[src/rtl/core/hed_pkg.sv]
// ----------------------------------------------------------------------------
// hed_pkg
// shared constants, types and lookup function of the html entity decoder
// ----------------------------------------------------------------------------
package hed_pkg;

    localparam int WINDOW_SPAN_DEF = 16;

    // character codes
    localparam logic [7:0] CH_AMP   = 8'h26;
    localparam logic [7:0] CH_SEMI  = 8'h3B;
    localparam logic [7:0] CH_HASH  = 8'h23;
    localparam logic [7:0] CH_QMARK = 8'h3F;
    localparam logic [7:0] CH_LOW_X = 8'h78;
    localparam logic [7:0] CH_UP_X  = 8'h58;
    localparam logic [7:0] CH_ZERO  = 8'h30;
    localparam logic [7:0] CH_NINE  = 8'h39;
    localparam logic [7:0] CH_LOW_A = 8'h61;
    localparam logic [7:0] CH_LOW_F = 8'h66;
    localparam logic [7:0] CH_UP_A  = 8'h41;
    localparam logic [7:0] CH_UP_F  = 8'h46;
    localparam logic [7:0] CH_PLUS  = 8'h2B;
    localparam logic [7:0] CH_MINUS = 8'h2D;
    localparam logic [7:0] CH_SPACE = 8'h20;
    localparam logic [7:0] CH_TAB   = 8'h09;
    localparam logic [7:0] CH_CR    = 8'h0D;

    // utf-8 encoding limits and marks
    localparam logic [16:0] UTF_ONE_LIMIT = 17'd128;
    localparam logic [16:0] UTF_TWO_MAX   = 17'h007FF;
    localparam logic [16:0] UTF_MAX       = 17'h0FFFF;
    localparam logic [16:0] MAG_SAT       = 17'h10000;
    localparam logic [7:0]  UTF_LEAD2     = 8'hC0;
    localparam logic [7:0]  UTF_LEAD3     = 8'hE0;
    localparam logic [7:0]  UTF_CONT      = 8'h80;
    localparam logic [7:0]  UTF_CONT_MASK = 8'h3F;

    // named entities: text packed msb first, length, replacement glyph
    localparam int NAME_NUM = 6;
    localparam logic [31:0] NAME_TEXT [NAME_NUM] = '{
        32'h616D_7000, // amp
        32'h6C74_0000, // lt
        32'h6774_0000, // gt
        32'h7175_6F74, // quot
        32'h6170_6F73, // apos
        32'h6E62_7370  // nbsp
    };
    localparam logic [2:0] NAME_LEN [NAME_NUM] = '{3'd3, 3'd2, 3'd2, 3'd4, 3'd4, 3'd4};
    localparam logic [7:0] NAME_GLYPH [NAME_NUM] = '{
        8'h26, 8'h3C, 8'h3E, 8'h22, 8'h27, 8'h20
    };

    function automatic logic [7:0] name_char(input int sel, input logic [1:0] pos);
        logic [31:0] text;
        text = NAME_TEXT[sel];
        return text[8*(3 - int'(pos)) +: 8];
    endfunction

    // source of a result byte
    typedef enum logic [2:0] {
        SRC_INPUT,
        SRC_PEND,
        SRC_RAM,
        SRC_AMP,
        SRC_SEMI,
        SRC_NAMED,
        SRC_UTF
    } out_src_t;

    // controller to datapath commands
    typedef struct packed {
        logic     latch;
        logic     set_open;
        logic     close;
        logic     append;
        logic     idx_clr;
        logic     idx_inc;
        logic     rd_en;
        logic     parse_init;
        logic     parse_step;
        logic     pend_amp;
        logic     pend_ram;
        logic     shift;
        logic     out_load;
        out_src_t out_src;
        logic     out_last;
    } hed_cmd_t;

    // datapath to controller status
    typedef struct packed {
        logic is_amp;
        logic is_semi;
        logic fin;
        logic open;
        logic full_next;
        logic idx_lt_cnt;
        logic rd_amp;
        logic named;
        logic numeric;
        logic utf_last;
        logic out_free;
    } hed_stat_t;

endpackage

[src/rtl/core/html_entity_decoder_unit.sv]
// ----------------------------------------------------------------------------
// html_entity_decoder_unit
// path: a plain byte goes through the dispatch and emit states into the
//   result register; an entity is buffered, parsed and its bytes emitted
// flow: the sequencer holds text_stall until it has dispatched and emitted
//   each item; window parse and rescan read the window ram a byte at a
//   time through its registered read port
// reset: rst_n clears the window state and the result valid flag at once; the
//   window ram itself is not cleared, only written entries are ever read
// ----------------------------------------------------------------------------
module html_entity_decoder_unit
    import hed_pkg::*;
#(
    parameter int WINDOW_SPAN = WINDOW_SPAN_DEF
) (
    input  logic       clk,
    input  logic       rst_n,
    // text input channel
    input  logic       text_valid,
    output logic       text_stall,
    input  logic [7:0] text_byte,
    input  logic       final_byte,
    // decoded output channel
    output logic       decoded_valid,
    input  logic       decoded_stall,
    output logic [7:0] decoded_byte,
    output logic       run_last,
    output logic       text_done
);

    // command and status between sequencer and datapath
    hed_cmd_t  cmd;
    hed_stat_t stat;

    // sequencer: one item at a time, from dispatch to its last result
    hed_ctrl u_ctrl (
        .clk        (clk),
        .rst_n      (rst_n),
        .text_valid (text_valid),
        .text_stall (text_stall),
        .stat       (stat),
        .cmd        (cmd)
    );

    // datapath: circular entity window in ram, streaming parser, utf-8
    // encoder and a result register that decouples the output stall
    hed_datapath #(
        .WINDOW_SPAN (WINDOW_SPAN)
    ) u_datapath (
        .clk           (clk),
        .rst_n         (rst_n),
        .cmd           (cmd),
        .stat          (stat),
        .text_byte     (text_byte),
        .final_byte    (final_byte),
        .decoded_valid (decoded_valid),
        .decoded_stall (decoded_stall),
        .decoded_byte  (decoded_byte),
        .run_last      (run_last),
        .text_done     (text_done)
    );

endmodule

[src/rtl/core/hed_ram.sv]
// ----------------------------------------------------------------------------
// hed_ram
// generic simple dual port ram, one write and one registered read port
// ----------------------------------------------------------------------------
module hed_ram #(
    parameter int WIDTH = 8,
    parameter int DEPTH = 16
) (
    input  logic                     clk,
    input  logic                     wr_en,
    input  logic [$clog2(DEPTH)-1:0] wr_addr,
    input  logic [WIDTH-1:0]         wr_data,
    input  logic                     rd_en,
    input  logic [$clog2(DEPTH)-1:0] rd_addr,
    output logic [WIDTH-1:0]         rd_data
);

    logic [WIDTH-1:0] mem [DEPTH];

    always_ff @(posedge clk)
    begin
        if (wr_en)
        begin
            mem[wr_addr] <= wr_data;
        end
        if (rd_en)
        begin
            rd_data <= mem[rd_addr];
        end
    end

endmodule

[src/rtl/core/hed_datapath.sv]
// ----------------------------------------------------------------------------
// hed_datapath
// entity window, numeric parser, name matcher, utf-8 encoder and result register
// ----------------------------------------------------------------------------
module hed_datapath
    import hed_pkg::*;
#(
    parameter int WINDOW_SPAN = WINDOW_SPAN_DEF
) (
    input  logic       clk,
    input  logic       rst_n,
    input  hed_cmd_t   cmd,
    output hed_stat_t  stat,
    input  logic [7:0] text_byte,
    input  logic       final_byte,
    output logic       decoded_valid,
    input  logic       decoded_stall,
    output logic [7:0] decoded_byte,
    output logic       run_last,
    output logic       text_done
);

    localparam int AW = $clog2(WINDOW_SPAN);
    localparam int CW = $clog2(WINDOW_SPAN + 1);

    typedef enum logic [2:0] {
        P_HASH,
        P_BASE,
        P_BLANK,
        P_FIRST,
        P_ZERO,
        P_PFX,
        P_DIGIT,
        P_STOP
    } phase_t;

    logic [7:0]    byte_reg;
    logic          fin_reg;
    logic          open_reg, open_next;
    logic [CW-1:0] count_reg, count_next;
    logic [AW-1:0] head_reg, head_next;
    logic [CW-1:0] idx_reg, idx_next;
    logic [7:0]    pend_reg;

    phase_t          phase_reg, phase_next;
    logic            base16_reg, base16_next;
    logic            neg_reg, neg_next;
    logic            isnum_reg, isnum_next;
    logic [16:0]     mag_reg, mag_next;
    logic [NAME_NUM-1:0] hit_reg, hit_next;

    logic          out_valid_reg;
    logic [7:0]    out_byte_reg;
    logic          out_last_reg;
    logic          out_done_reg;

    logic [AW-1:0] wr_addr, rd_addr, shift_addr;
    logic [CW:0]   wr_sum, rd_sum, shift_sum;
    logic [7:0]    rd_data;

    // byte classes of the window byte under the parser
    logic          c_ws, c_x, c_sign, c_dec, c_hex, d_ok;
    logic [3:0]    dval;
    logic [20:0]   acc;
    logic [16:0]   acc_sat;

    logic [16:0]   num_val;
    logic          num_bad;
    logic [1:0]    utf_len;
    logic [7:0]    utf_byte;
    logic [NAME_NUM-1:0] named_vec;
    logic [7:0]    glyph;
    logic [7:0]    out_mux;

    // circular window addressing
    always_comb
    begin
        wr_sum    = (CW+1)'(head_reg) + (CW+1)'(count_reg);
        rd_sum    = (CW+1)'(head_reg) + (CW+1)'(idx_reg);
        shift_sum = rd_sum + (CW+1)'(1);
        wr_addr    = (wr_sum >= (CW+1)'(WINDOW_SPAN)) ?
                     AW'(wr_sum - (CW+1)'(WINDOW_SPAN)) : AW'(wr_sum);
        rd_addr    = (rd_sum >= (CW+1)'(WINDOW_SPAN)) ?
                     AW'(rd_sum - (CW+1)'(WINDOW_SPAN)) : AW'(rd_sum);
        shift_addr = (shift_sum >= (CW+1)'(WINDOW_SPAN)) ?
                     AW'(shift_sum - (CW+1)'(WINDOW_SPAN)) : AW'(shift_sum);
    end

    hed_ram #(
        .WIDTH (8),
        .DEPTH (WINDOW_SPAN)
    ) u_window (
        .clk     (clk),
        .wr_en   (cmd.append),
        .wr_addr (wr_addr),
        .wr_data (byte_reg),
        .rd_en   (cmd.rd_en),
        .rd_addr (rd_addr),
        .rd_data (rd_data)
    );

    // window control state
    always_comb
    begin
        open_next  = open_reg;
        count_next = count_reg;
        head_next  = head_reg;
        idx_next   = idx_reg;
        if (cmd.set_open || cmd.close)
        begin
            open_next  = cmd.set_open;
            count_next = '0;
            head_next  = '0;
        end
        else if (cmd.append)
        begin
            count_next = count_reg + CW'(1);
        end
        else if (cmd.shift)
        begin
            head_next  = shift_addr;
            count_next = count_reg - idx_reg - CW'(1);
        end
        if (cmd.idx_clr)
        begin
            idx_next = '0;
        end
        else if (cmd.idx_inc)
        begin
            idx_next = idx_reg + CW'(1);
        end
    end

    always_ff @(posedge clk or negedge rst_n)
    begin
        if (!rst_n)
        begin
            open_reg  <= 1'b0;
            count_reg <= '0;
            head_reg  <= '0;
            idx_reg   <= '0;
            fin_reg   <= 1'b0;
        end
        else
        begin
            open_reg  <= open_next;
            count_reg <= count_next;
            head_reg  <= head_next;
            idx_reg   <= idx_next;
            if (cmd.latch)
            begin
                fin_reg <= final_byte;
            end
        end
    end

    always_ff @(posedge clk)
    begin
        if (cmd.latch)
        begin
            byte_reg <= text_byte;
        end
        if (cmd.pend_amp)
        begin
            pend_reg <= CH_AMP;
        end
        else if (cmd.pend_ram)
        begin
            pend_reg <= rd_data;
        end
    end

    // byte classification for the parser
    always_comb
    begin
        c_ws   = (rd_data == CH_SPACE) || (rd_data >= CH_TAB && rd_data <= CH_CR);
        c_x    = (rd_data == CH_LOW_X) || (rd_data == CH_UP_X);
        c_sign = (rd_data == CH_PLUS) || (rd_data == CH_MINUS);
        c_dec  = (rd_data >= CH_ZERO) && (rd_data <= CH_NINE);
        c_hex  = c_dec || (rd_data >= CH_LOW_A && rd_data <= CH_LOW_F) ||
                 (rd_data >= CH_UP_A && rd_data <= CH_UP_F);
        if (c_dec)
        begin
            dval = rd_data[3:0];
        end
        else
        begin
            dval = rd_data[3:0] + 4'd9;
        end
        d_ok = base16_reg ? c_hex : c_dec;
        if (base16_reg)
        begin
            acc = {mag_reg, 4'b0000} + 21'(dval);
        end
        else
        begin
            acc = 21'({mag_reg, 3'b000}) + 21'({mag_reg, 1'b0}) + 21'(dval);
        end
        acc_sat = (acc > 21'(UTF_MAX)) ? MAG_SAT : acc[16:0];
    end

    // streaming numeric parser and name matcher
    always_comb
    begin
        logic do_blank;
        logic do_sign;
        logic do_first;
        logic do_digit;
        do_blank    = 1'b0;
        do_sign     = 1'b0;
        do_first    = 1'b0;
        do_digit    = 1'b0;
        phase_next  = phase_reg;
        base16_next = base16_reg;
        neg_next    = neg_reg;
        isnum_next  = isnum_reg;
        mag_next    = mag_reg;
        hit_next    = hit_reg;
        if (cmd.parse_init)
        begin
            phase_next  = P_HASH;
            base16_next = 1'b0;
            neg_next    = 1'b0;
            isnum_next  = 1'b0;
            mag_next    = '0;
            hit_next    = '1;
        end
        else if (cmd.parse_step)
        begin
            for (int i = 0; i < NAME_NUM; i++)
            begin
                if (idx_reg >= CW'(NAME_LEN[i]) || rd_data != name_char(i, idx_reg[1:0]))
                begin
                    hit_next[i] = 1'b0;
                end
            end
            case (phase_reg)
                P_HASH:
                begin
                    isnum_next = (rd_data == CH_HASH);
                    phase_next = P_BASE;
                end
                P_BASE:
                begin
                    if (c_x)
                    begin
                        base16_next = 1'b1;
                        phase_next  = P_BLANK;
                    end
                    else
                    begin
                        do_blank = 1'b1;
                    end
                end
                P_BLANK: do_blank = 1'b1;
                P_FIRST: do_first = 1'b1;
                P_ZERO:
                begin
                    if (c_x)
                    begin
                        phase_next = P_PFX;
                    end
                    else
                    begin
                        do_digit = 1'b1;
                    end
                end
                P_PFX:
                begin
                    if (c_hex)
                    begin
                        mag_next   = 17'(dval);
                        phase_next = P_DIGIT;
                    end
                    else
                    begin
                        phase_next = P_STOP;
                    end
                end
                P_DIGIT: do_digit = 1'b1;
                P_STOP:  phase_next = P_STOP;
                default: phase_next = P_STOP;
            endcase
            if (do_blank)
            begin
                if (c_ws)
                begin
                    phase_next = P_BLANK;
                end
                else
                begin
                    do_sign = 1'b1;
                end
            end
            if (do_sign)
            begin
                if (c_sign)
                begin
                    neg_next   = (rd_data == CH_MINUS);
                    phase_next = P_FIRST;
                end
                else
                begin
                    do_first = 1'b1;
                end
            end
            if (do_first)
            begin
                // a leading zero in hex may open a 0x prefix
                if (base16_reg && rd_data == CH_ZERO)
                begin
                    phase_next = P_ZERO;
                end
                else
                begin
                    do_digit = 1'b1;
                end
            end
            if (do_digit)
            begin
                if (d_ok)
                begin
                    mag_next   = acc_sat;
                    phase_next = P_DIGIT;
                end
                else
                begin
                    phase_next = P_STOP;
                end
            end
        end
    end

    always_ff @(posedge clk or negedge rst_n)
    begin
        if (!rst_n)
        begin
            phase_reg  <= P_HASH;
            base16_reg <= 1'b0;
            neg_reg    <= 1'b0;
            isnum_reg  <= 1'b0;
            mag_reg    <= '0;
            hit_reg    <= '0;
        end
        else
        begin
            phase_reg  <= phase_next;
            base16_reg <= base16_next;
            neg_reg    <= neg_next;
            isnum_reg  <= isnum_next;
            mag_reg    <= mag_next;
            hit_reg    <= hit_next;
        end
    end

    // named entity result
    always_comb
    begin
        glyph = CH_QMARK;
        for (int i = NAME_NUM - 1; i >= 0; i--)
        begin
            named_vec[i] = hit_reg[i] && (count_reg == CW'(NAME_LEN[i]));
            if (named_vec[i])
            begin
                glyph = NAME_GLYPH[i];
            end
        end
    end

    // utf-8 encoding of the numeric value
    always_comb
    begin
        num_val = neg_reg ? '0 : mag_reg;
        num_bad = (num_val == '0) || (num_val > UTF_MAX);
        if (num_bad || num_val < UTF_ONE_LIMIT)
        begin
            utf_len = 2'd1;
        end
        else if (num_val <= UTF_TWO_MAX)
        begin
            utf_len = 2'd2;
        end
        else
        begin
            utf_len = 2'd3;
        end
        case (utf_len)
            2'd1: utf_byte = num_bad ? CH_QMARK : num_val[7:0];
            2'd2:
            begin
                if (idx_reg == '0)
                begin
                    utf_byte = UTF_LEAD2 | 8'(num_val[10:6]);
                end
                else
                begin
                    utf_byte = UTF_CONT | (num_val[7:0] & UTF_CONT_MASK);
                end
            end
            default:
            begin
                if (idx_reg == '0)
                begin
                    utf_byte = UTF_LEAD3 | 8'(num_val[15:12]);
                end
                else if (idx_reg == CW'(1))
                begin
                    utf_byte = UTF_CONT | (8'(num_val[11:6]) & UTF_CONT_MASK);
                end
                else
                begin
                    utf_byte = UTF_CONT | (num_val[7:0] & UTF_CONT_MASK);
                end
            end
        endcase
    end

    // result register
    always_comb
    begin
        case (cmd.out_src)
            SRC_INPUT: out_mux = byte_reg;
            SRC_PEND:  out_mux = pend_reg;
            SRC_RAM:   out_mux = rd_data;
            SRC_AMP:   out_mux = CH_AMP;
            SRC_SEMI:  out_mux = CH_SEMI;
            SRC_NAMED: out_mux = glyph;
            SRC_UTF:   out_mux = utf_byte;
            default:   out_mux = CH_QMARK;
        endcase
    end

    always_ff @(posedge clk or negedge rst_n)
    begin
        if (!rst_n)
        begin
            out_valid_reg <= 1'b0;
        end
        else if (cmd.out_load)
        begin
            out_valid_reg <= 1'b1;
        end
        else if (!decoded_stall)
        begin
            out_valid_reg <= 1'b0;
        end
    end

    always_ff @(posedge clk)
    begin
        if (cmd.out_load)
        begin
            out_byte_reg <= out_mux;
            out_last_reg <= cmd.out_last;
            out_done_reg <= cmd.out_last && fin_reg;
        end
    end

    assign decoded_valid = out_valid_reg;
    assign decoded_byte  = out_byte_reg;
    assign run_last      = out_last_reg;
    assign text_done     = out_done_reg;

    always_comb
    begin
        stat.is_amp     = (byte_reg == CH_AMP);
        stat.is_semi    = (byte_reg == CH_SEMI);
        stat.fin        = fin_reg;
        stat.open       = open_reg;
        stat.full_next  = ((CW+1)'(count_reg) + (CW+1)'(1)) >= (CW+1)'(WINDOW_SPAN);
        stat.idx_lt_cnt = (idx_reg < count_reg);
        stat.rd_amp     = (rd_data == CH_AMP);
        stat.named      = |named_vec;
        stat.numeric    = isnum_reg;
        stat.utf_last   = (idx_reg == CW'(utf_len - 2'd1));
        stat.out_free   = !out_valid_reg || !decoded_stall;
    end

`ifndef SYNTH
    a_closed_empty: assert property (@(posedge clk) disable iff (!rst_n)
        !open_reg |-> count_reg == '0)
        else $error("closed window holds bytes");

    a_count_bound: assert property (@(posedge clk) disable iff (!rst_n)
        count_reg <= CW'(WINDOW_SPAN))
        else $error("window count beyond span");

    a_no_overwrite: assert property (@(posedge clk) disable iff (!rst_n)
        cmd.out_load |-> !(out_valid_reg && decoded_stall))
        else $error("result overwritten while stalled");

    a_done_is_last: assert property (@(posedge clk) disable iff (!rst_n)
        out_valid_reg && out_done_reg |-> out_last_reg)
        else $error("text done without run last");
`endif

endmodule

[src/rtl/core/hed_ctrl.sv]
// ----------------------------------------------------------------------------
// hed_ctrl
// sequencer for dispatch, window parse, decode emission and window rescan
// ----------------------------------------------------------------------------
module hed_ctrl
    import hed_pkg::*;
(
    input  logic      clk,
    input  logic      rst_n,
    input  logic      text_valid,
    output logic      text_stall,
    input  hed_stat_t stat,
    output hed_cmd_t  cmd
);

    typedef enum logic [3:0] {
        S_IDLE,
        S_DISPATCH,
        S_EMIT_IN,
        S_PRD,
        S_PUSE,
        S_DECIDE,
        S_UTF,
        S_UNK_RD,
        S_UNK_USE,
        S_UNK_END,
        S_RSC_RD,
        S_RSC_USE,
        S_RSC_END
    } state_t;

    state_t state_reg, state_next;

    always_comb
    begin
        state_next = state_reg;
        cmd        = '0;
        cmd.out_src = SRC_INPUT;
        unique case (state_reg)
            S_IDLE:
            begin
                if (text_valid)
                begin
                    cmd.latch  = 1'b1;
                    state_next = S_DISPATCH;
                end
            end
            S_DISPATCH:
            begin
                if (!stat.open)
                begin
                    if (stat.is_amp && !stat.fin)
                    begin
                        cmd.set_open = 1'b1;
                        state_next   = S_IDLE;
                    end
                    else
                    begin
                        state_next = S_EMIT_IN;
                    end
                end
                else if (stat.is_semi)
                begin
                    cmd.idx_clr    = 1'b1;
                    cmd.parse_init = 1'b1;
                    state_next     = S_PRD;
                end
                else
                begin
                    cmd.append = 1'b1;
                    if (stat.full_next || stat.fin)
                    begin
                        cmd.idx_clr  = 1'b1;
                        cmd.pend_amp = 1'b1;
                        state_next   = S_RSC_RD;
                    end
                    else
                    begin
                        state_next = S_IDLE;
                    end
                end
            end
            S_EMIT_IN:
            begin
                if (stat.out_free)
                begin
                    cmd.out_load = 1'b1;
                    cmd.out_src  = SRC_INPUT;
                    cmd.out_last = 1'b1;
                    state_next   = S_IDLE;
                end
            end
            S_PRD:
            begin
                if (stat.idx_lt_cnt)
                begin
                    cmd.rd_en  = 1'b1;
                    state_next = S_PUSE;
                end
                else
                begin
                    state_next = S_DECIDE;
                end
            end
            S_PUSE:
            begin
                cmd.parse_step = 1'b1;
                cmd.idx_inc    = 1'b1;
                state_next     = S_PRD;
            end
            S_DECIDE:
            begin
                if (stat.named)
                begin
                    if (stat.out_free)
                    begin
                        cmd.out_load = 1'b1;
                        cmd.out_src  = SRC_NAMED;
                        cmd.out_last = 1'b1;
                        cmd.close    = 1'b1;
                        state_next   = S_IDLE;
                    end
                end
                else if (stat.numeric)
                begin
                    cmd.idx_clr = 1'b1;
                    state_next  = S_UTF;
                end
                else if (stat.out_free)
                begin
                    cmd.out_load = 1'b1;
                    cmd.out_src  = SRC_AMP;
                    cmd.idx_clr  = 1'b1;
                    state_next   = S_UNK_RD;
                end
            end
            S_UTF:
            begin
                if (stat.out_free)
                begin
                    cmd.out_load = 1'b1;
                    cmd.out_src  = SRC_UTF;
                    cmd.out_last = stat.utf_last;
                    if (stat.utf_last)
                    begin
                        cmd.close  = 1'b1;
                        state_next = S_IDLE;
                    end
                    else
                    begin
                        cmd.idx_inc = 1'b1;
                    end
                end
            end
            S_UNK_RD:
            begin
                if (stat.idx_lt_cnt)
                begin
                    cmd.rd_en  = 1'b1;
                    state_next = S_UNK_USE;
                end
                else
                begin
                    state_next = S_UNK_END;
                end
            end
            S_UNK_USE:
            begin
                if (stat.out_free)
                begin
                    cmd.out_load = 1'b1;
                    cmd.out_src  = SRC_RAM;
                    cmd.idx_inc  = 1'b1;
                    state_next   = S_UNK_RD;
                end
            end
            S_UNK_END:
            begin
                if (stat.out_free)
                begin
                    cmd.out_load = 1'b1;
                    cmd.out_src  = SRC_SEMI;
                    cmd.out_last = 1'b1;
                    cmd.close    = 1'b1;
                    state_next   = S_IDLE;
                end
            end
            S_RSC_RD:
            begin
                if (stat.idx_lt_cnt)
                begin
                    cmd.rd_en  = 1'b1;
                    state_next = S_RSC_USE;
                end
                else
                begin
                    state_next = S_RSC_END;
                end
            end
            S_RSC_USE:
            begin
                if (stat.out_free)
                begin
                    cmd.out_load = 1'b1;
                    cmd.out_src  = SRC_PEND;
                    // a buffered ampersand reopens the window after itself
                    if (!stat.fin && stat.rd_amp)
                    begin
                        cmd.out_last = 1'b1;
                        cmd.shift    = 1'b1;
                        state_next   = S_IDLE;
                    end
                    else
                    begin
                        cmd.pend_ram = 1'b1;
                        cmd.idx_inc  = 1'b1;
                        state_next   = S_RSC_RD;
                    end
                end
            end
            S_RSC_END:
            begin
                if (stat.out_free)
                begin
                    cmd.out_load = 1'b1;
                    cmd.out_src  = SRC_PEND;
                    cmd.out_last = 1'b1;
                    cmd.close    = 1'b1;
                    state_next   = S_IDLE;
                end
            end
            default: state_next = S_IDLE;
        endcase
    end

    always_ff @(posedge clk or negedge rst_n)
    begin
        if (!rst_n)
        begin
            state_reg <= S_IDLE;
        end
        else
        begin
            state_reg <= state_next;
        end
    end

    assign text_stall = (state_reg != S_IDLE);

endmodule
[config.mk]
export PLATFORM = sky130hd
export DESIGN_NAME = html_entity_decoder_unit
export DESIGN_NICKNAME = d
export VERILOG_FILES = /design/src/rtl/core/hed_pkg.sv /design/src/rtl/core/html_entity_decoder_unit.sv /design/src/rtl/core/hed_ram.sv /design/src/rtl/core/hed_datapath.sv /design/src/rtl/core/hed_ctrl.sv
export SDC_FILE = /design/constraint.sdc
export NUM_CORES = 1
export LEC_CHECK = 0
export BUFFER_PORTS_ARGS = -buffer_cell sky130_fd_sc_hd__buf_2
export CORE_MARGIN = 2
export CORE_UTILIZATION = 50
export DETAILED_ROUTE_END_ITERATION = 12
export GPL_TIMING_DRIVEN = 0
export PLACE_DENSITY = 0.68
export SLEW_MARGIN = 0
export SYNTH_ARGS = -nofsm -noshare
export SYNTH_HDL_FRONTEND = slang
export SYNTH_SLANG_ARGS = --single-unit
[constraint.sdc]
create_clock -name clk -period 4.5 [get_ports clk]
set_clock_uncertainty 0.05 [all_clocks]
set_input_delay 0.9 -clock clk [delete_from_list [all_inputs] [get_ports clk]]
set_output_delay 0.9 -clock clk [all_outputs]
set_load 0.005 [all_outputs]
==> impl_metrics.py, run 1 <==
metrics = {
    "run_status": {
        "status": "finished with violations",
        "violations": "setup timing",
    },
    "final_layout": {
        "most-common-layout-cells": "edfxtp_1 (154), nand2_1 (89), nor2_1 (84), a21oi_1 (62), ha_1 (59)",
        "antennaDiodeCount": 0,
        "layout.nets": 1206,
        "layout_commonest_cell": "edfxtp_1",
        "largest_reg_flops": 128,
        "final_util_pct": 57.7,
        "drive_above_1_share_pct": 15.0,
        "design_area_um2": 13900,
        "syn_to_final_growth_pct": 14.3,
        "fin_cells": 1468,
    },
    "synthesis": {
        "seq_area_frac_synth_pct": 49.6,
        "synthFlopType": "edfxtp_1",
        "synth_edf_count": 154,
        "synth_cells": 1062,
        "synth-simple-area-share_pct": 12.7,
        "synth.distinct_cells": 82,
        "syn_nets": 1141,
        "synth_top_family_by_area": "compound AO/OA/AOI/OAI gates",
        "syn_area_per_cell_um2": 11.5,
        "synth-adder-area-share_pct": 7.18,
        "synthMuxAreaShare_pct": 9.08,
        "synth_seq_cells": 212,
        "yosysWarnings": 0,
        "syn-cell-area_um2": 12200,
        "synth_xor_xnor_area_share_pct": 3.38,
        "synth_compound_area_share_pct": 14.6,
        "postSynth.asyncResetShare_pct": 23.6,
    },
    "route": {
        "post_drt_wl_per_cell_um": 20.7,
        "vias": 8931,
        "routed_wl_mm": 30.4,
        "first_pass_iters": 5,
        "drtIter0Drc": 874,
        "antenna_left": 0,
        "vias_per_cell": 6.08,
        "drc": 0,
    },
    "floorplanning": {
        "fp.dieW_um": 160,
        "ios": 25,
        "coreArea_um2": 24100,
        "start_util_pct": 50.5,
        "fp-row-count": 57,
        "die_h_um": 160,
        "dieArea_um2": 25600,
    },
    "setup_path": {
        "r2r_cells": 20,
        "r2r_setup_slack_ps": -60,
        "r2r-end": "u_datapath.mag_reg[8]",
        "critPathKind": "flop to flop",
        "cp_data_arrival_time_ps": 4960,
        "path_max_fanout": 5,
        "cp-start-kind": "flop",
        "worstReg2RegStart": "u_datapath.u_window.rd_data[0]",
        "cp-end-kind": "flop",
        "required_ps": 4910,
    },
    "global_routing": {
        "grt_max_degree": 51,
        "grt_pass1_vias": 8747,
        "grt_overflow": 0,
        "grt_usage_pct": 23.9,
        "antenna_found_initial": 0,
        "grt_pass1_wl_mm": 48.3,
    },
    "hold_path": {
        "holdPathEnd": "u_datapath.pend_reg[2]",
        "hp-start": "u_datapath.pend_reg[2]",
        "hold_path_class": "flop to flop",
        "holdPathStages": 2,
    },
    "placement": {
        "portBuffers": 24,
        "place_congestion": 0.939,
        "dp.cells": 1410,
        "place_hpwl_mm": 21.4,
        "placed_cell_area_um2": 12700,
    },
    "sta": {
        "period_minus_slack_ps": 4560,
        "drv_slew": 0,
        "fin_crit_sh_pct": 101,
        "worst_pin_slew_ps": 1250,
        "grt_setup_unrepaired": "yes",
        "setup_violations": 12,
        "fmax_mhz": 219,
        "hold_viol_final": 0,
        "setup_slack_ps": -58.8,
        "slew-limit-headroom_pct": 16.0,
    },
    "clock_tree": {
        "clk_latency_ps": 520,
        "root_buffer": "clkbuf_16",
        "cts-buffers-inserted": 23,
        "cts_tree": "yes",
        "cts_max_path_buffers": 3,
        "clk_pin_slew_ps": 60,
        "clock-sinks": 212,
        "cts_max_level": 1,
        "ctsHoldBuffers": 0,
    },
    "pwr": {
        "ir_worst_vdd_mv": 0.324,
        "p_leak_uw": 0.00531,
        "p_per_area_nw_per_um2": 543,
    },
    "run": {
        "cap_violations": 0,
    },
}
==> area by class of cell <==
class | instances | area, µm²
fillers | 2044 | 10200
flip-flops and latches | 212 | 6040
multi-input cells | 754 | 5970
clock buffers | 24 | 579
well taps | 324 | 405
plain buffers | 54 | 269
repair buffers | 41 | 259
clock inverters | 18 | 229
inverters | 41 | 159
==> worst max path at each step <==
stage / slack, ps / start / to / depth (start not counted)
after floorplan: 20 / u_datapath.u_window.rd_data[0] / u_datapath.mag_reg[6] / 22
after global placement: -920 / u_datapath.u_window.rd_data[5] / u_datapath.mag_reg[1] / 18
after detailed placement: -950 / u_datapath.u_window.rd_data[5] / u_datapath.mag_reg[1] / 18
after CTS: -280 / u_datapath.u_window.rd_data[0] / u_datapath.mag_reg[9] / 22
after global routing: -250 / u_datapath.u_window.rd_data[0] / u_datapath.mag_reg[1] / 20
final: -60 / u_datapath.u_window.rd_data[0] / u_datapath.mag_reg[8] / 20
==> cell usage after synthesis (all sizes together), types with 8 or more instances <==
library cell | n | area share (%)
a211oi | 21 | 1.5
a21o | 9 | 0.56
a21oi | 64 | 2.7
a22o | 13 | 1.0
and2 | 9 | 0.46
and3 | 8 | 0.41
buf | 20 | 1.1
clkbuf | 35 | 1.1
dfrtp | 50 | 10
dfxtp | 8 | 1.3
edfxtp | 154 | 38
ha | 61 | 6.3
inv | 41 | 1.3
mux2i | 35 | 2.9
mux4 | 32 | 5.9
nand2 | 89 | 2.7
nand2b | 9 | 0.46
nand3 | 23 | 0.95
nor2 | 86 | 2.7
nor2b | 20 | 1.0
nor3 | 18 | 0.83
nor4 | 15 | 0.77
o211ai | 14 | 0.86
o21ai | 57 | 2.4
xnor2 | 25 | 1.8
xor2 | 22 | 1.6
==> metrics by stage <==
stage	worst slack, ps	TNS [ps]	power, µW	hold slack (ps)
2_1_floorplan	21.1	0	4630	392
3_3_place_gp	-917	-13440	5370	407
3_5_place_dp	-948	-14390	5390	417
4_1_cts	-277	-4170	7490	431
5_1_grt	-249	-3660	7960	479
6_report	-58.8	-562	7540	438
==> critical path, cell delays in order (launching register included) <==
cell and delay (ps):
edfxtp_1 410, buf_6 140, ha_4 160, nor2_4 100, o21ai_1 60, and2_4 180, a31o_4 220, xor2_4 160
inv_2 60, fa_2 560, inv_2 50, fa_2 360, nor2b_2 130, o31a_1 250, buf_4 150, o21ai_2 110
o41ai_4 400, xor2_4 210, o31ai_4 420, buf_6 200, a22o_4 110
==> where the power goes <==
| part | internal, µW | switching, µW |
|---|---|---|
| clock | 1230 | 783 |
| sequential | 2440 | 276 |
| combinational | 1120 | 1690 |
| total | 4790 | 2750 |
==> layer usage <==
metal  wire length, µm  track usage [%]  vias to the layer above
li1                  -                -                     4160
met1             13600             34.5                     4424
met2             14400             38.9                      295
met3              1640             2.65                       52
met4               788             6.31                        0
met5                 0                0                        -
==> what timing repair did <==
| action | in CTS | in global routing |
|---|---|---|
| gates cloned | 1 | 0 |
| pin swaps | 14 | 12 |
| buffers inserted | 12 | 4 |
| endpoints found under the setup margin | 17 | 25 |
| gates resized for setup | 32 | 21 |
==> cells by family after synthesis <==
kind of cell	after synthesis
adders and majority gates	67
and+or+nand+nor	314
muxes	70
DFF	212
AOI/OAI and AO/OA	256
xor gates and xnor gates	47
buffers and inverters	96
Power figures use the tool's default switching activity.
==> run 2: changes to the inputs <==
PLACE_DENSITY = default   (was 0.68)
PLACE_DENSITY_LB_ADDON = 0.15   (was default)
==> run 2 against run 1 <==
Global-route usage shrank 0.059 points; largest cell class unchanged; sequential power about the same; the run now ends clean; core utilization shrank 0.41 points; register-to-register slack improved by 90 ps; final area is 0.71% lower; worst hold slack got worse by 4.5 ps; setup slack gained 93 ps; clock power shrank 9%.
==> impl_metrics.py, run 2 (synthesized netlist as in run 1, its figures left out) <==
metrics = {
    "final_layout": {
        "largest_reg_flops": 128,
        "most-common-layout-cells": "edfxtp_1 (154), nand2_1 (89), nor2_1 (85), a21oi_1 (62), ha_1 (58)",
        "layout_commonest_cell": "edfxtp_1",
        "drive_above_1_share_pct": 15.3,
        "fill_cells": 2109,
        "final_util_pct": 57.3,
        "syn_to_final_growth_pct": 13.5,
        "antennaDiodeCount": 0,
        "layout.nets": 1210,
    },
    "pwr": {
        "swShare_pct": 37.2,
        "switching_power_uw": 2750,
        "internal_power_uw": 4630,
        "totalPowerFinal_uw": 7370,
        "comb_power_share_pct": 38.3,
        "seqPwrFrac_pct": 36.8,
        "p_clk_share_pct": 24.9,
        "ir_worst_vdd_mv": 0.391,
        "p_per_area_nw_per_um2": 534,
        "p_leak_uw": 0.00531,
    },
    "setup_path": {
        "cp-start-kind": "flop",
        "worstReg2RegStart": "u_datapath.u_window.rd_data[0]",
        "path_max_fanout": 5,
        "cp-end-kind": "flop",
        "startpoint": "u_datapath.u_window.rd_data[0]",
        "worstSetupEndpoint": "u_datapath.mag_reg[5]",
        "r2r-end": "u_datapath.mag_reg[5]",
        "r2r_cells": 21,
        "critPathKind": "flop to flop",
        "r2r_setup_slack_ps": 30,
        "required_ps": 4910,
        "cp_data_arrival_time_ps": 4870,
    },
    "run": {
        "cap_violations": 0,
    },
    "floorplanning": {
        "fp-row-count": 57,
        "coreArea_um2": 24100,
        "fp.dieW_um": 160,
        "die_h_um": 160,
        "start_util_pct": 50.5,
        "ios": 25,
        "dieArea_um2": 25600,
    },
    "sta": {
        "slew-limit-headroom_pct": 18.0,
        "drv_slew": 0,
        "period_minus_slack_ps": 4470,
        "fmax_mhz": 224,
        "grt_setup_unrepaired": "yes",
        "worst_pin_slew_ps": 1230,
        "holdWs_ps": 433,
        "setup_violations": 0,
        "hold_viol_final": 0,
        "fin_crit_sh_pct": 99.2,
    },
    "clock_tree": {
        "cts-buffers-inserted": 23,
        "clk_pin_slew_ps": 60,
        "cts_max_level": 1,
        "cts_tree": "yes",
        "clk_latency_ps": 520,
        "cts_max_path_buffers": 3,
        "clock-sinks": 212,
        "root_buffer": "clkbuf_16",
    },
    "route": {
        "drc": 0,
        "post_drt_wl_per_cell_um": 20.7,
        "vias_per_cell": 6.05,
        "vias": 8894,
        "routed_wl_mm": 30.4,
        "drtIter0Drc": 944,
        "first_pass_iters": 6,
        "antenna_left": 0,
    },
    "global_routing": {
        "grt_pass1_wl_mm": 48.0,
        "grtUsageMet1_pct": 34.9,
        "globalRouteMet2Util_pct": 37.5,
        "grt_overflow": 0,
        "grt_max_degree": 51,
        "grt_busiest_layer": "met2",
        "grt_usage_pct": 23.8,
        "grt_pass1_vias": 8595,
        "use_met3_pct": 2.83,
        "antenna_found_initial": 0,
    },
    "placement": {
        "portBuffers": 24,
        "place_congestion": 0.911,
        "place_hpwl_mm": 21.3,
    },
    "run_status": {
        "status": "finished, final reports clean",
    },
    "hold_path": {
        "hold_path_class": "flop to flop",
    },
}
-- run 2: cell types whose count changed in the layout (fill, tap and decap cells not counted), sizes merged --
cell | previous run | this run
buf | 60 | 64
bufinv | 5 | 2
clkinvlp | 1 | 2
inv | 42 | 43
-- run 2: what timing repair did --
item,in CTS,in global routing
gates cloned,1,0
resized for setup,35,10
buffers inserted,18,2
setup endpoints to repair,17,24
hold buffers,0,0
pin swaps,19,8
-- run 2: power groups by stage --
stage / logic (µW) / registers, µW / clock network (µW)
after floorplan: 1980 / 2640 / 0
after global placement: 2640 / 2740 / 0
after detailed placement: 2650 / 2750 / 0
after CTS: 2770 / 2710 / 1870
after global routing: 3100 / 2750 / 1940
final: 2820 / 2720 / 1830
-- run 2: stage by stage --
stage / setup TNS [ps] / area, µm² / worst slack, ps / instances
floorplan: 0 / 12200 / 21.1 / 1062
global placement: -12610 / 12700 / -862 / 1410
detailed placement: -13860 / 12700 / -921 / 1410
CTS: -236 / 13700 / -68.9 / 1469
global route: -2130 / 13800 / -149 / 1471
finish: 0 / 13800 / 34.5 / 1471
-- run 2: area by class of cell --
cell class                 instances  area (µm²)  area share, %
buffer                            54         270           1.96
clock buffer                      24         579           4.20
clock inverter                    17         150           1.09
inverter                          41         159           1.15
multi-input combinational        754        5910           42.8
sequential                       212        6040           43.7
tap                              324         405           2.94
timing repair buffer              45         297           2.15
-- run 2: how the worst min path moves through the flow --
stage,slack [ps],startpoint,to,cells after the start
after global routing,460,u_datapath.pend_reg[2],u_datapath.pend_reg[2],2
after global placement,410,u_datapath.pend_reg[5],u_datapath.pend_reg[5],2
after CTS,430,u_datapath.pend_reg[2],u_datapath.pend_reg[2],2
final,430,u_datapath.pend_reg[5],u_datapath.pend_reg[5],2
after detailed placement,420,u_datapath.pend_reg[2],u_datapath.pend_reg[2],2
after floorplan,390,u_datapath.pend_reg[2],u_datapath.pend_reg[2],2
-- run 2: layer usage --
| metal | up-vias | routed length [µm] |
|---|---|---|
| met5 | - | 0 |
| met1 | 4341 | 13700 |
| met4 | 0 | 1070 |
| met3 | 63 | 1840 |
| met2 | 321 | 13800 |
| li1 | 4169 | - |
-- run 2: critical path, stage by stage (launching register included) --
cell and delay [ps]:
edfxtp_1 380, clkbuf_8 160, inv_6 30, ha_4 160
nor2_4 110, o21ai_1 60, and2_4 180, a31o_4 220
xor2_4 160, inv_2 50, fa_1 460, ha_1 300
a21o_1 170, nand3_1 140, and3_1 260, nor2_1 100
o41ai_1 410, o211ai_1 210, buf_4 200, o31ai_4 280
buf_6 180, a22o_2 130
